==> src/hdl/pa_pkg.sv <==
// Primitive assembler package: mode codes, register indexes, queue sizing
// and the primitive record passed from the front end to the back end.
// No dependencies.
package pa_pkg;

   localparam int INDEX_BITS = 32;
   localparam int VERT_W     = 32;
   localparam logic [VERT_W-1:0] IDX_MASK =
      VERT_W'((64'd1 << INDEX_BITS) - 64'd1);

   localparam int CSR_IDX_W  = 1;
   localparam int CSR_DATA_W = 32;
   localparam logic [CSR_IDX_W-1:0] CSR_PRIM_MODE    = 1'b0;
   localparam logic [CSR_IDX_W-1:0] CSR_VERTEX_LIMIT = 1'b1;

   localparam int QUEUE_DEPTH = 4;
   localparam int QUEUE_PTR_W = $clog2(QUEUE_DEPTH);
   localparam int QUEUE_CNT_W = $clog2(QUEUE_DEPTH + 1);

   typedef enum logic [2:0] {
      MODE_TRI_LIST   = 3'd0,
      MODE_TRI_STRIP  = 3'd1,
      MODE_TRI_FAN    = 3'd2,
      MODE_LINE_LIST  = 3'd3,
      MODE_LINE_STRIP = 3'd4
   } mode_type;

   typedef struct packed {
      logic [VERT_W-1:0] vert_a;
      logic [VERT_W-1:0] vert_b;
      logic [VERT_W-1:0] vert_c;
      logic              is_line;
      logic [31:0]       prim_number;
      logic              last_prim;
   } prim_type;

endpackage

==> src/hdl/pa_channels.sv <==
// Valid/ready channel interfaces for the primitive assembler: the index
// request channel and the primitive response channel. Depends on pa_pkg.
interface pa_req_if;
   logic                      valid;
   logic                      ready;
   logic [pa_pkg::VERT_W-1:0] vertex_index;
   logic                      end_of_stream;

   modport source (output valid, output vertex_index, output end_of_stream,
                   input ready);
   modport sink   (input valid, input vertex_index, input end_of_stream,
                   output ready);
endinterface

interface pa_rsp_if;
   logic                      valid;
   logic                      ready;
   logic [pa_pkg::VERT_W-1:0] vert_a;
   logic [pa_pkg::VERT_W-1:0] vert_b;
   logic [pa_pkg::VERT_W-1:0] vert_c;
   logic                      is_line;
   logic [31:0]               prim_number;
   logic                      out_of_range;
   logic                      last_prim;

   modport source (output valid, output vert_a, output vert_b, output vert_c,
                   output is_line, output prim_number, output out_of_range,
                   output last_prim, input ready);
   modport sink   (input valid, input vert_a, input vert_b, input vert_c,
                   input is_line, input prim_number, input out_of_range,
                   input last_prim, output ready);
endinterface

==> src/hdl/primitive_assembler_unit.sv <==
// Primitive assembler top level: configuration registers, front end,
// primitive queue and back end. Depends on pa_pkg, pa_channels, pa_front,
// pa_queue and pa_back.
//
// req_chan carries one vertex index per transaction plus an end-of-stream
// flag marking the last index of a draw. rsp_chan carries one assembled
// primitive (three indices, line flag, running number within the draw,
// out-of-range flag, last flag) per transaction. An index that does not
// complete a primitive produces no response.
// Mode and vertex limit are written through the csr_ port, index 0 and 1;
// the user must write them only while the block is idle; it is not enforced.
// Throughput: one index per cycle while the queue is not full. The front
// end updates the held indices in the accept cycle and pushes into a
// four-entry queue at the accepting edge; the back end then loads its
// output register from the queue whenever that register is empty or being
// taken. rsp_chan.valid comes straight from the output register.
// When the receiver stalls, the output register holds and the queue fills;
// req_chan.ready drops only once the queue is full.
// Reset (synchronous) clears the held indices, primitive counter and
// queue, sets triangle list mode and the vertex limit to all ones.
module primitive_assembler_unit (
   input  logic                          clock,
   input  logic                          reset,
   pa_req_if.sink                        req_chan,
   pa_rsp_if.source                      rsp_chan,
   input  logic                          csr_wr_en,
   input  logic [pa_pkg::CSR_IDX_W-1:0]  csr_index,
   input  logic [pa_pkg::CSR_DATA_W-1:0] csr_wdata
);

   pa_pkg::mode_type          mode_ff;
   logic [pa_pkg::VERT_W-1:0] limit_ff;
   logic                      push;
   pa_pkg::prim_type          push_data;
   logic                      pop;
   pa_pkg::prim_type          pop_data;
   logic                      queue_full;
   logic                      queue_empty;

   always_ff @(posedge clock) begin
      if (reset) begin
         mode_ff  <= pa_pkg::MODE_TRI_LIST;
         limit_ff <= '1;
      end else if (csr_wr_en) begin
         unique case (csr_index)
            pa_pkg::CSR_PRIM_MODE:    mode_ff  <= pa_pkg::mode_type'(csr_wdata[2:0]);
            pa_pkg::CSR_VERTEX_LIMIT: limit_ff <= csr_wdata[pa_pkg::VERT_W-1:0];
            default: begin
            end
         endcase
      end
   end

   pa_front u_front (
      .clock      (clock),
      .reset      (reset),
      .req        (req_chan),
      .prim_mode  (mode_ff),
      .queue_full (queue_full),
      .push       (push),
      .push_data  (push_data)
   );

   pa_queue u_queue (
      .clock     (clock),
      .reset     (reset),
      .push      (push),
      .push_data (push_data),
      .pop       (pop),
      .pop_data  (pop_data),
      .full      (queue_full),
      .empty     (queue_empty)
   );

   pa_back u_back (
      .clock        (clock),
      .reset        (reset),
      .vertex_limit (limit_ff),
      .queue_empty  (queue_empty),
      .queue_data   (pop_data),
      .pop          (pop),
      .rsp          (rsp_chan)
   );

endmodule

==> src/hdl/pa_front.sv <==
// Assembly front end: accepts vertex indices, keeps the held indices and
// primitive counter, and pushes completed primitives into the queue.
// Depends on pa_pkg and pa_req_if.
module pa_front (
   input  logic                 clock,
   input  logic                 reset,
   pa_req_if.sink               req,
   input  pa_pkg::mode_type     prim_mode,
   input  logic                 queue_full,
   output logic                 push,
   output pa_pkg::prim_type     push_data
);

   logic [pa_pkg::VERT_W-1:0] first_ff, first_in;
   logic [pa_pkg::VERT_W-1:0] second_ff, second_in;
   logic [pa_pkg::VERT_W-1:0] third_ff, third_in;
   logic [1:0]                fill_ff, fill_in;
   logic [31:0]               count_ff, count_in;
   logic                      accept;
   logic                      emit;
   logic                      emit_line;
   logic [pa_pkg::VERT_W-1:0] v;

   assign req.ready = !queue_full;
   assign accept    = req.valid && !queue_full;
   assign v         = req.vertex_index & pa_pkg::IDX_MASK;

   always_comb begin
      first_in  = first_ff;
      second_in = second_ff;
      third_in  = third_ff;
      fill_in   = fill_ff;
      count_in  = count_ff;
      emit      = 1'b0;
      emit_line = 1'b0;
      if (accept) begin
         unique case (prim_mode)
            pa_pkg::MODE_TRI_LIST: begin
               if (fill_ff == 2'd1) begin
                  second_in = v;
                  fill_in   = 2'd2;
               end else if (fill_ff == 2'd2) begin
                  third_in = v;
                  fill_in  = 2'd0;
                  emit     = 1'b1;
               end else begin
                  first_in = v;
                  fill_in  = 2'd1;
               end
            end
            pa_pkg::MODE_TRI_STRIP, pa_pkg::MODE_TRI_FAN: begin
               if (fill_ff == 2'd0) begin
                  first_in = v;
                  fill_in  = 2'd1;
               end else if (fill_ff == 2'd1) begin
                  second_in = v;
                  fill_in   = 2'd2;
               end else begin
                  // strip winding: odd primitives drop the first index
                  if (fill_ff == 2'd3) begin
                     if (prim_mode == pa_pkg::MODE_TRI_STRIP && count_ff[0])
                        first_in = third_ff;
                     else
                        second_in = third_ff;
                  end
                  third_in = v;
                  fill_in  = 2'd3;
                  emit     = 1'b1;
               end
            end
            pa_pkg::MODE_LINE_LIST: begin
               if (fill_ff == 2'd1) begin
                  second_in = v;
                  fill_in   = 2'd0;
                  emit      = 1'b1;
                  emit_line = 1'b1;
               end else begin
                  first_in = v;
                  fill_in  = 2'd1;
               end
            end
            pa_pkg::MODE_LINE_STRIP: begin
               if (fill_ff == 2'd0) begin
                  first_in = v;
                  fill_in  = 2'd1;
               end else begin
                  if (fill_ff != 2'd1)
                     first_in = second_ff;
                  second_in = v;
                  fill_in   = 2'd2;
                  emit      = 1'b1;
                  emit_line = 1'b1;
               end
            end
            default: begin
            end
         endcase
         if (emit)
            count_in = count_ff + 32'd1;
         if (req.end_of_stream) begin
            first_in  = '0;
            second_in = '0;
            third_in  = '0;
            fill_in   = 2'd0;
            count_in  = '0;
         end
      end
   end

   always_comb begin
      push                  = emit;
      push_data.vert_a      = first_in;
      push_data.vert_b      = second_in;
      push_data.vert_c      = emit_line ? '0 : third_in;
      push_data.is_line     = emit_line;
      push_data.prim_number = count_ff;
      push_data.last_prim   = req.end_of_stream;
      // end of stream clears the held state, so take the values before clearing
      if (req.end_of_stream) begin
         push_data.vert_a = first_ff;
         push_data.vert_b = second_ff;
         push_data.vert_c = '0;
         unique case (prim_mode)
            pa_pkg::MODE_TRI_LIST: begin
               push_data.vert_c = v;
            end
            pa_pkg::MODE_TRI_STRIP, pa_pkg::MODE_TRI_FAN: begin
               push_data.vert_c = v;
               if (fill_ff == 2'd3) begin
                  if (prim_mode == pa_pkg::MODE_TRI_STRIP && count_ff[0])
                     push_data.vert_a = third_ff;
                  else
                     push_data.vert_b = third_ff;
               end
            end
            pa_pkg::MODE_LINE_LIST: begin
               push_data.vert_b = v;
            end
            pa_pkg::MODE_LINE_STRIP: begin
               if (fill_ff != 2'd1)
                  push_data.vert_a = second_ff;
               push_data.vert_b = v;
            end
            default: begin
            end
         endcase
      end
   end

   always_ff @(posedge clock) begin
      if (reset) begin
         first_ff  <= '0;
         second_ff <= '0;
         third_ff  <= '0;
         fill_ff   <= 2'd0;
         count_ff  <= '0;
      end else begin
         first_ff  <= first_in;
         second_ff <= second_in;
         third_ff  <= third_in;
         fill_ff   <= fill_in;
         count_ff  <= count_in;
      end
   end

endmodule

==> src/hdl/pa_queue.sv <==
// Small FIFO of assembled primitives between front end and back end.
// Depends on pa_pkg.
module pa_queue (
   input  logic             clock,
   input  logic             reset,
   input  logic             push,
   input  pa_pkg::prim_type push_data,
   input  logic             pop,
   output pa_pkg::prim_type pop_data,
   output logic             full,
   output logic             empty
);

   pa_pkg::prim_type                entry_ff [pa_pkg::QUEUE_DEPTH];
   logic [pa_pkg::QUEUE_PTR_W-1:0]  wr_ptr_ff, wr_ptr_in;
   logic [pa_pkg::QUEUE_PTR_W-1:0]  rd_ptr_ff, rd_ptr_in;
   logic [pa_pkg::QUEUE_CNT_W-1:0]  count_ff, count_in;
   logic                            do_push;
   logic                            do_pop;

   assign full     = (count_ff == pa_pkg::QUEUE_CNT_W'(pa_pkg::QUEUE_DEPTH));
   assign empty    = (count_ff == '0);
   assign do_push  = push && !full;
   assign do_pop   = pop && !empty;
   assign pop_data = entry_ff[rd_ptr_ff];

   always_comb begin
      wr_ptr_in = wr_ptr_ff;
      rd_ptr_in = rd_ptr_ff;
      count_in  = count_ff;
      if (do_push)
         wr_ptr_in = wr_ptr_ff + 1'b1;
      if (do_pop)
         rd_ptr_in = rd_ptr_ff + 1'b1;
      if (do_push && !do_pop)
         count_in = count_ff + 1'b1;
      else if (do_pop && !do_push)
         count_in = count_ff - 1'b1;
   end

   always_ff @(posedge clock) begin
      if (do_push)
         entry_ff[wr_ptr_ff] <= push_data;
   end

   always_ff @(posedge clock) begin
      if (reset) begin
         wr_ptr_ff <= '0;
         rd_ptr_ff <= '0;
         count_ff  <= '0;
      end else begin
         wr_ptr_ff <= wr_ptr_in;
         rd_ptr_ff <= rd_ptr_in;
         count_ff  <= count_in;
      end
   end

endmodule

==> src/hdl/pa_back.sv <==
// Back end: pops primitives from the queue, checks indices against the
// vertex limit and holds the result in the output register.
// Depends on pa_pkg and pa_rsp_if.
module pa_back (
   input  logic                      clock,
   input  logic                      reset,
   input  logic [pa_pkg::VERT_W-1:0] vertex_limit,
   input  logic                      queue_empty,
   input  pa_pkg::prim_type          queue_data,
   output logic                      pop,
   pa_rsp_if.source                  rsp
);

   logic             valid_ff, valid_in;
   pa_pkg::prim_type prim_ff;
   logic             oor_ff, oor_in;
   logic             load;

   assign load = !queue_empty && (!valid_ff || rsp.ready);
   assign pop  = load;

   always_comb begin
      oor_in = (queue_data.vert_a >= vertex_limit) ||
               (queue_data.vert_b >= vertex_limit) ||
               (!queue_data.is_line && queue_data.vert_c >= vertex_limit);
      valid_in = valid_ff;
      if (load)
         valid_in = 1'b1;
      else if (rsp.ready)
         valid_in = 1'b0;
   end

   always_ff @(posedge clock) begin
      if (reset)
         valid_ff <= 1'b0;
      else
         valid_ff <= valid_in;
   end

   always_ff @(posedge clock) begin
      if (load) begin
         prim_ff <= queue_data;
         oor_ff  <= oor_in;
      end
   end

   assign rsp.valid        = valid_ff;
   assign rsp.vert_a       = prim_ff.vert_a;
   assign rsp.vert_b       = prim_ff.vert_b;
   assign rsp.vert_c       = prim_ff.vert_c;
   assign rsp.is_line      = prim_ff.is_line;
   assign rsp.prim_number  = prim_ff.prim_number;
   assign rsp.out_of_range = oor_ff;
   assign rsp.last_prim    = prim_ff.last_prim;

endmodule

==> src/flat_wrapper.sv <==
// flat-port wrapper written by rule: the top's interface ports become plain ports
module primitive_assembler_unit_flat 
  (clock, reset, csr_wr_en, csr_index, csr_wdata, req_chan_valid, req_chan_vertex_index, req_chan_end_of_stream, req_chan_ready, rsp_chan_valid, rsp_chan_vert_a, rsp_chan_vert_b, rsp_chan_vert_c, rsp_chan_is_line, rsp_chan_prim_number, rsp_chan_out_of_range, rsp_chan_last_prim, rsp_chan_ready);
  pa_req_if req_chan_i ();
  pa_rsp_if rsp_chan_i ();
  input  logic clock;
  input  logic reset;
  input  logic csr_wr_en;
  input  logic [pa_pkg::CSR_IDX_W-1:0] csr_index;
  input  logic [pa_pkg::CSR_DATA_W-1:0] csr_wdata;
  input wire logic [$bits(req_chan_i.valid)-1:0] req_chan_valid;
  input wire logic [$bits(req_chan_i.vertex_index)-1:0] req_chan_vertex_index;
  input wire logic [$bits(req_chan_i.end_of_stream)-1:0] req_chan_end_of_stream;
  output wire logic [$bits(req_chan_i.ready)-1:0] req_chan_ready;
  output wire logic [$bits(rsp_chan_i.valid)-1:0] rsp_chan_valid;
  output wire logic [$bits(rsp_chan_i.vert_a)-1:0] rsp_chan_vert_a;
  output wire logic [$bits(rsp_chan_i.vert_b)-1:0] rsp_chan_vert_b;
  output wire logic [$bits(rsp_chan_i.vert_c)-1:0] rsp_chan_vert_c;
  output wire logic [$bits(rsp_chan_i.is_line)-1:0] rsp_chan_is_line;
  output wire logic [$bits(rsp_chan_i.prim_number)-1:0] rsp_chan_prim_number;
  output wire logic [$bits(rsp_chan_i.out_of_range)-1:0] rsp_chan_out_of_range;
  output wire logic [$bits(rsp_chan_i.last_prim)-1:0] rsp_chan_last_prim;
  input wire logic [$bits(rsp_chan_i.ready)-1:0] rsp_chan_ready;
  assign req_chan_i.valid = req_chan_valid;
  assign req_chan_i.vertex_index = req_chan_vertex_index;
  assign req_chan_i.end_of_stream = req_chan_end_of_stream;
  assign req_chan_ready = req_chan_i.ready;
  assign rsp_chan_valid = rsp_chan_i.valid;
  assign rsp_chan_vert_a = rsp_chan_i.vert_a;
  assign rsp_chan_vert_b = rsp_chan_i.vert_b;
  assign rsp_chan_vert_c = rsp_chan_i.vert_c;
  assign rsp_chan_is_line = rsp_chan_i.is_line;
  assign rsp_chan_prim_number = rsp_chan_i.prim_number;
  assign rsp_chan_out_of_range = rsp_chan_i.out_of_range;
  assign rsp_chan_last_prim = rsp_chan_i.last_prim;
  assign rsp_chan_i.ready = rsp_chan_ready;
  primitive_assembler_unit u_core (.clock(clock), .reset(reset), .req_chan(req_chan_i), .rsp_chan(rsp_chan_i), .csr_wr_en(csr_wr_en), .csr_index(csr_index), .csr_wdata(csr_wdata));
endmodule
==> config.mk <==
export PLATFORM = sky130hd
export DESIGN_NAME = primitive_assembler_unit_flat
export DESIGN_NICKNAME = d
export VERILOG_FILES = /design/src/hdl/pa_pkg.sv /design/src/hdl/pa_channels.sv /design/src/hdl/primitive_assembler_unit.sv /design/src/hdl/pa_front.sv /design/src/hdl/pa_queue.sv /design/src/hdl/pa_back.sv /design/src/flat_wrapper.sv
export SDC_FILE = /design/constraint.sdc
export NUM_CORES = 1
export LEC_CHECK = 0
export ABC_AREA = 1
export BUFFER_PORTS_ARGS = -buffer_cell sky130_fd_sc_hd__buf_2
export CORE_AREA = 3 3 371 373
export CTS_BUF_LIST = sky130_fd_sc_hd__clkbuf_8
export CTS_CLUSTER_SIZE = 10
export DETAILED_ROUTE_END_ITERATION = 12
export DIE_AREA = 0 0 374 376
export GPL_ROUTABILITY_DRIVEN = 0
export PLACE_DENSITY_LB_ADDON = 0.1
export REMOVE_ABC_BUFFERS = 1
export SYNTH_ARGS = -nofsm -noshare
export SYNTH_HDL_FRONTEND = slang
export SYNTH_SLANG_ARGS = --single-unit
==> constraint.sdc <==
create_clock -name clock -period 24.6 [get_ports clock]
set_input_delay 1.23 -clock clock [delete_from_list [all_inputs] [get_ports clock]]
set_output_delay 1.23 -clock clock [all_outputs]
set_load 0.05 [all_outputs]
==> run_results.csv, run 1 <==
group,metric,value,unit
sta,finClkSkew,40.9,ps
synthesis,synth_flop_cell,"edfxtp_1",
critical_path,cp.required,25100,ps
synthesis,ys_ff_latch,826,
hold_path,hold_path_class,"flip-flop to flip-flop",
floorplanning,die-area,141000,sq um
sta,fin_crit,5510,ps
synthesis,synth_common_cells,"nand2_1 (979), edfxtp_1 (651), nor2_1 (516)",
pwr,p_comb_share,34.8,%
synthesis,yosys-top-cells-area,"edfxtp_1 (49%), nand2_1 (9.1%), dfxtp_1 (8.7%), o21ai_0 (5.9%), nor2_1 (4.8%)",
place,detailedPlace.worstSlack,19060,ps
critical_path,path_buf_inv,6,
grt,grt_overflow,0,
layout,drive_gt1_share,11.2,%
clock_network,cts_tree,"yes",
sta,max_clock_freq,182,MHz
synthesis,ys_seq_area_share,57.2,%
clock_network,clk-insertion-delay-late,890,ps
critical_path,end_kind,"flip-flop",
job,drv_cap,0,
critical_path,cpPeakStageDelay,920,ps
drt,num_vias,32900,
pwr,vdd_drop_max,0.0598,mV
pwr,pwr_density_cell,104,nW/um^2
grt,grt_pass1_wl,212000,microns
floorplanning,initial_core_util,29.9,%
outcome,status,"complete, no violations",
clock_network,postCtsSetupBuffers,0,
critical_path,cpLargestDelayFamily,"buffers and inverters",
place,place_hpwl,85400,microns
drt,drtIter0Drc,2835,
drt,routedWlPerCell,22.3,microns
clock_network,clkTransAtPathRegs,50,ps
synthesis,synth_async_sr_flop_share,0,%
pwr,finalPower,4.77,mW
clock_network,cts.sink_count,826,
critical_path,arrival,6010,ps
floorplanning,fp.dieH,376,microns
critical_path,crit_top_cell,"buf_4",
synthesis,synth_most_common_cell,"nand2_1",
sta,tightestPinTransition,1200,ps
layout,fin_area,46100,sq um
place,port_buffers,203,
clock_network,htreeDepth,4,
sta,whs,458,ps
sta,min_period_over_period,22.4,%
place,place_inst,6162,
grt,use_met3,3.46,%
floorplanning,fp.coreArea,135000,sq um
sta,slew_headroom,19.8,%
critical_path,cp_cell_sequence,"inv_1 > ha_2 > buf_4 > inv_2 > o22ai_1 > inv_1 > nand2_1 > nand2_1 > nor2_4 > buf_4 > buf_4",
sta,setup_ws,19090,ps
grt,grt_max_degree,89,
sta,setup_viol,0,
grt,grt_use_total,20.0,%
drt,wl,144000,microns
synthesis,synth_edf_count,651,
critical_path,critPathMaxFanout,36,
layout,fillerInstances,13900,
drt,ant_nets,0,
synthesis,synth_cells,4394,
floorplanning,die_w,374,microns
floorplanning,num_rows,135,
layout,final_util,34.1,%
clock_network,cts_resized,0,
drt,drt-pass1-iter-count,6,
synthesis,synth_top_area_share,48.5,%
critical_path,cp-start-kind,"flip-flop",
synthesis,ys.warnings.count,0,
clock_network,cts_buffer_depth,3,
sta,hold_viol_final,0,
layout,area_growth,14.3,%
clock_network,cts_buffers,154,
synthesis,yosysTopAreaCell,"edfxtp_1",
clock_network,cts-root-buf,"clkbuf_8",
layout,fin_nets,4716,
critical_path,slowest_stage,"nor2_4",
pwr,power_frac_clock,27.6,%
grt,grt_pass1_vias,31900,
pwr,switching_share,41.4,%
sta,setup_tns,0,ps
layout,instances_no_fill,6452,
pwr,p_leak,18.1,nW
grt,globalRouteMet1Util,26.8,%
drt,routed_via_density,5.09,
pwr,p_int,2.80,mW
drt,drc,0,
pwr,p_switching,1.98,mW
synthesis,synth_area,40300,sq um
grt,met2_usage,32.5,%
place,dpl-instance-area,43000,sq um
sta,rsz0062_at_grt,"no",
pwr,seqPwrFrac,37.6,%
grt,busiest_layer,"met2",
grt,antenna_found_initial,8,
clock_network,ctsHoldBuffers,0,
floorplanning,io_pins,204,
critical_path,path_class,"flip-flop to flip-flop",
synthesis,avgSynthCellArea,9.17,sq um
sta,finalMaxSlewViolations,0,
synthesis,synthDistinctLibCells,45,
[registers in the layout, summed over array words and instances, names as in the netlist, named ones only]
| register | flops |
|---|---|
| u_core.u_back.rsp.last_prim | 1 |
| u_core.u_back.rsp.is_line | 1 |
| u_core.u_front.third_ff | 32 |
| u_core.u_queue.wr_ptr_ff | 2 |
| u_core.u_queue.entry_ff | 520 |
| u_core.u_front.fill_ff | 2 |
| u_core.u_front.first_ff | 32 |
| u_core.u_front.second_ff | 32 |
| u_core.u_back.rsp.valid | 1 |
| u_core.limit_ff | 32 |
| u_core.u_back.rsp.vert_a | 32 |
| u_core.mode_ff | 3 |
| u_core.u_back.rsp.prim_number | 32 |
| u_core.u_back.rsp.vert_b | 32 |
| u_core.u_back.rsp.vert_c | 32 |
| u_core.u_queue.rd_ptr_ff | 2 |
| u_core.u_front.count_ff | 32 |
| u_core.u_queue.count_ff | 3 |
| u_core.u_back.rsp.out_of_range | 1 |
[cells by family (layout without fill, tap and decap cells)]
kind of cell               Yosys count  after routing  synth area share (%)
buffers and inverters              585            858                  5.66
other                                0              4                     0
AOI/OAI and AO/OA                 1132           1132                  16.3
and+or+nand+nor                   1733           1733                  17.3
DFF                                826            826                  57.2
adders and majority gates          108            108                  3.37
xor gates and xnor gates            10             10                 0.217
[power by group through the flow]
stage,registers (mW),logic (mW),clock network [mW]
after floorplan,2.30,0.665,0
after global placement,1.83,1.68,0
after detailed placement,1.82,1.68,0
after CTS,1.80,1.69,1.37
after global routing,1.81,1.82,1.44
final,1.79,1.66,1.32
[routing by layer]
metal / share of wire [%] / up-vias
li1: - / 15800
met1: 45 / 16000
met2: 46 / 919
met3: 5.3 / 213
met4: 2.9 / 2
met5: 0.0091 / -
[cell type report]
cell class,count,area [sq um],area share [%]
Inverter,303,1150,2.50
Tap cell,1781,2230,4.84
Antenna cell,4,10.0,0.0217
Multi-Input combinational cell,2983,15100,32.7
Clock buffer,170,2340,5.08
Timing Repair Buffer,269,1520,3.29
Clock inverter,116,681,1.48
Sequential cell,826,23100,50.1
[placed cells by master (no fill, tap or decap), types with 15 or more instances in the layout]
master / instances
a21oi_1: 240
a221oi_1: 19
a22oi_1: 31
and2_1: 31
buf_2: 201
buf_4: 68
clkbuf_8: 170
clkinv_1: 21
clkinv_2: 15
dfxtp_1: 173
edfxtp_1: 651
ha_1: 105
inv_1: 347
inv_2: 16
nand2_1: 978
nand3_1: 74
nand4_1: 55
nor2_1: 511
nor3_1: 54
o211ai_1: 38
o21ai_0: 477
o21ai_1: 30
o221ai_1: 93
o22ai_1: 180
[tightest hold or removal path, delay by kind of cell (launching register included)]
family / cells / cell delay, ps
buffers and inverters: 1 / 50
AO/OA/AOI/OAI: 1 / 60
flip-flops: 1 / 290
[final timing paths]
kind	start	endpoint	slack [ps]	depth (start not counted)
worst max register to register	u_core.u_front.fill_ff[1]	u_core.u_queue.entry_ff[0][123]	19090	11
worst min-delay path	u_core.u_queue.rd_ptr_ff[1]	flip-flop	460	2
worst max-delay path	u_core.u_front.fill_ff[1]	u_core.u_queue.entry_ff[0][123]	19090	11
worst min register to register	u_core.u_queue.rd_ptr_ff[1]	flip-flop	460	2
Power figures use the tool's default switching activity.
==> inputs of run 2 (changes only) <==
==> constraint.sdc (replaced) <==
create_clock -name clock -period 4.65 [get_ports clock]
set_input_delay 0.2325 -clock clock [delete_from_list [all_inputs] [get_ports clock]]
set_output_delay 0.2325 -clock clock [all_outputs]
set_load 0.05 [all_outputs]
==> run_results.csv, run 2 (same netlist as run 1, synthesis figures left out) <==
group,metric,value,unit
drt,drc,0,
critical_path,path_class,"flip-flop to flip-flop",
critical_path,cp_cell_sequence,"inv_1 > ha_2 > inv_2 > buf_4 > buf_4 > nand2_1 > o221ai_1 > o221ai_1 > a22oi_1 > dlygate4sd3_1 > nor2_1",
layout,layout_commonest_cell,"nand2_1",
sta,setup_tns,0,ps
critical_path,reg2reg_slack,1180,ps
layout,largest-register,"u_core.u_queue.entry_ff",
layout,final_cell_mix,"nand2_1 (979), edfxtp_1 (651), nor2_1 (511)",
sta,finalMaxSlewViolations,0,
hold_path,hold_start,"csr_wdata[30]",
grt,grt_max_degree,97,
outcome,status,"complete, no violations",
pwr,finalPower,25.4,mW
layout,drive_gt1_share,11.5,%
floorplanning,num_rows,135,
critical_path,critPathMaxFanout,52,
grt,grt_pass1_vias,32900,
critical_path,r2r_start,"u_core.u_front.fill_ff[1]",
floorplanning,io_pins,204,
place,port_buffers,203,
critical_path,r2r-end,"u_core.u_front.third_ff[10]",
clock_network,cts_resized,0,
sta,tightestPinTransition,1020,ps
sta,finClkSkew,50.6,ps
critical_path,slowest_stage,"buf_4",
clock_network,clkTransAtPathRegs,60,ps
sta,min_period_over_period,74.6,%
drt,ant_nets,0,
pwr,p_leak,18.8,nW
clock_network,htreeDepth,4,
critical_path,path_depth,11,
layout,fillerInstances,13800,
pwr,power_frac_clock,27.1,%
grt,antenna_found_initial,4,
drt,top_layer,"met4",
layout,area_growth,18.3,%
clock_network,cts-root-buf,"clkbuf_8",
clock_network,cts_tree,"yes",
drt,wl,146000,microns
pwr,switching_share,41.4,%
pwr,p_comb_share,35.2,%
drt,drt-met1-wl,64600,microns
place,place_hpwl,87700,microns
sta,fin_crit,3470,ps
critical_path,end_kind,"flip-flop",
job,drv_cap,0,
pwr,p_switching,10.5,mW
critical_path,cp.required,5370,ps
layout,largest_reg_flops,520,
grt,grt_pass1_wl,215000,microns
pwr,vdd_drop_max,0.414,mV
floorplanning,initial_core_util,29.9,%
place,place_inst,6194,
hold_path,hold_depth,4,
layout,instances_no_fill,6599,
hold_path,whs_endpoint,"u_core.limit_ff[30]",
drt,routed_via_density,5.06,
sta,max_clock_freq,288,MHz
hold_path,hold_path_class,"input port to flip-flop",
sta,whs,140,ps
sta,hold_viol_final,0,
layout,fin_nets,4865,
floorplanning,die-area,141000,sq um
floorplanning,fp.dieH,376,microns
pwr,p_int,14.8,mW
sta,rsz0062_at_grt,"no",
clock_network,clk-insertion-delay-late,910,ps
critical_path,worstRegToRegCells,11,
grt,grt_use_total,20.4,%
critical_path,path_buf_inv,5,
sta,setup_viol,0,
drt,drtIter0Drc,2560,
critical_path,cpLargestDelayFamily,"buffers and inverters",
critical_path,cp-start-kind,"flip-flop",
sta,slew_headroom,31.6,%
floorplanning,fp.coreArea,135000,sq um
drt,num_vias,33400,
floorplanning,die_w,374,microns
pwr,pwr_density_cell,532,nW/um^2
critical_path,arrival,4190,ps
clock_network,cts.sink_count,826,
drt,routedWlPerCell,22.1,microns
clock_network,cts_buffer_depth,3,
clock_network,cts_buffers,152,
pwr,seqPwrFrac,37.7,%
drt,wl_met2,68100,microns
critical_path,cpPeakStageDelay,650,ps
drt,dr_wl_met3,7680,microns
drt,drt-pass1-iter-count,5,
grt,grt_overflow,0,
==> run 2: cell types whose count changed in the layout (fill, tap and decap cells not counted), moves of 2 or more <==
| cell | change |
|---|---|
| dlygate4sd3_1 | +119 |
| buf_4 | +15 |
| inv_6 | -3 |
| buf_12 | +17 |
| inv_2 | -4 |
| clkinv_1 | -3 |
| clkbuf_8 | -8 |
| clkinv_2 | +8 |
| inv_8 | +2 |
| clkinv_8 | +4 |
==> run 2: worst max path at each step <==
stage                                   start  slack [ps]                              to
finish              u_core.u_front.fill_ff[1]        1180     u_core.u_front.third_ff[10]
global route        u_core.u_front.fill_ff[1]         940     u_core.u_front.third_ff[10]
CTS                 u_core.u_front.fill_ff[1]        1240     u_core.u_front.third_ff[10]
detailed placement                  flip-flop        1360  u_core.u_back.rsp.out_of_range
global placement                    flip-flop        1300  u_core.u_back.rsp.out_of_range
floorplan                           flip-flop       -6570  u_core.u_back.rsp.out_of_range
==> run 2: worst register-to-register path: cells and delay by family (launching register included) <==
kind	cells	cell delay, ps
flip-flops	1	400
adder cells (fa/ha/maj)	1	200
buffers and inverters	5	1910
AND/OR/NAND/NOR	2	240
AO/OA/AOI/OAI	3	540
==> run 2: cell type report <==
type | count | area, sq um | area share [%]
sequential | 826 | 23100 | 48.4
timing repair buffer | 420 | 3160 | 6.63
clock buffer | 162 | 2230 | 4.68
tap | 1781 | 2230 | 4.68
clock inverter | 121 | 758 | 1.59
inverter | 303 | 1150 | 2.41
antenna | 3 | 7.51 | 0.0158
multi-input combinational | 2983 | 15100 | 31.6
==> run 2: per-stage QoR <==
step	worst slack, ps	cell area, sq um	util, %
4_1_cts	1240	47600	35.3
2_1_floorplan	-6570	39200	-
6_report	1180	47700	35.3
5_1_grt	943	47700	35.3
3_3_place_gp	1300	43500	32.2
3_5_place_dp	1360	43500	32.2
==> run 2: power groups by stage <==
stage                     registers (mW)  clock network, mW  logic [mW]
after floorplan                     11.3                  0        2.85
after global placement              9.73                  0        8.98
after detailed placement            9.72                  0        8.97
after CTS                           9.58               7.17        9.07
after global routing                9.63               7.50        9.77
final                               9.55               6.88        8.92
==> run 2: repair_timing <==
| item | CTS | global route |
|---|---|---|
| hold buffers | 119 | 0 |
| endpoints found under the hold margin | 305 | 0 |
| setup buffers | 0 | 0 |
==> run 2: per-layer routing <==
layer	global-route usage [%]	vias up
met4	8.33	0
met3	3.55	255
li1	-	16100
met1	26.7	16100
met2	33.4	980
met5	0	-
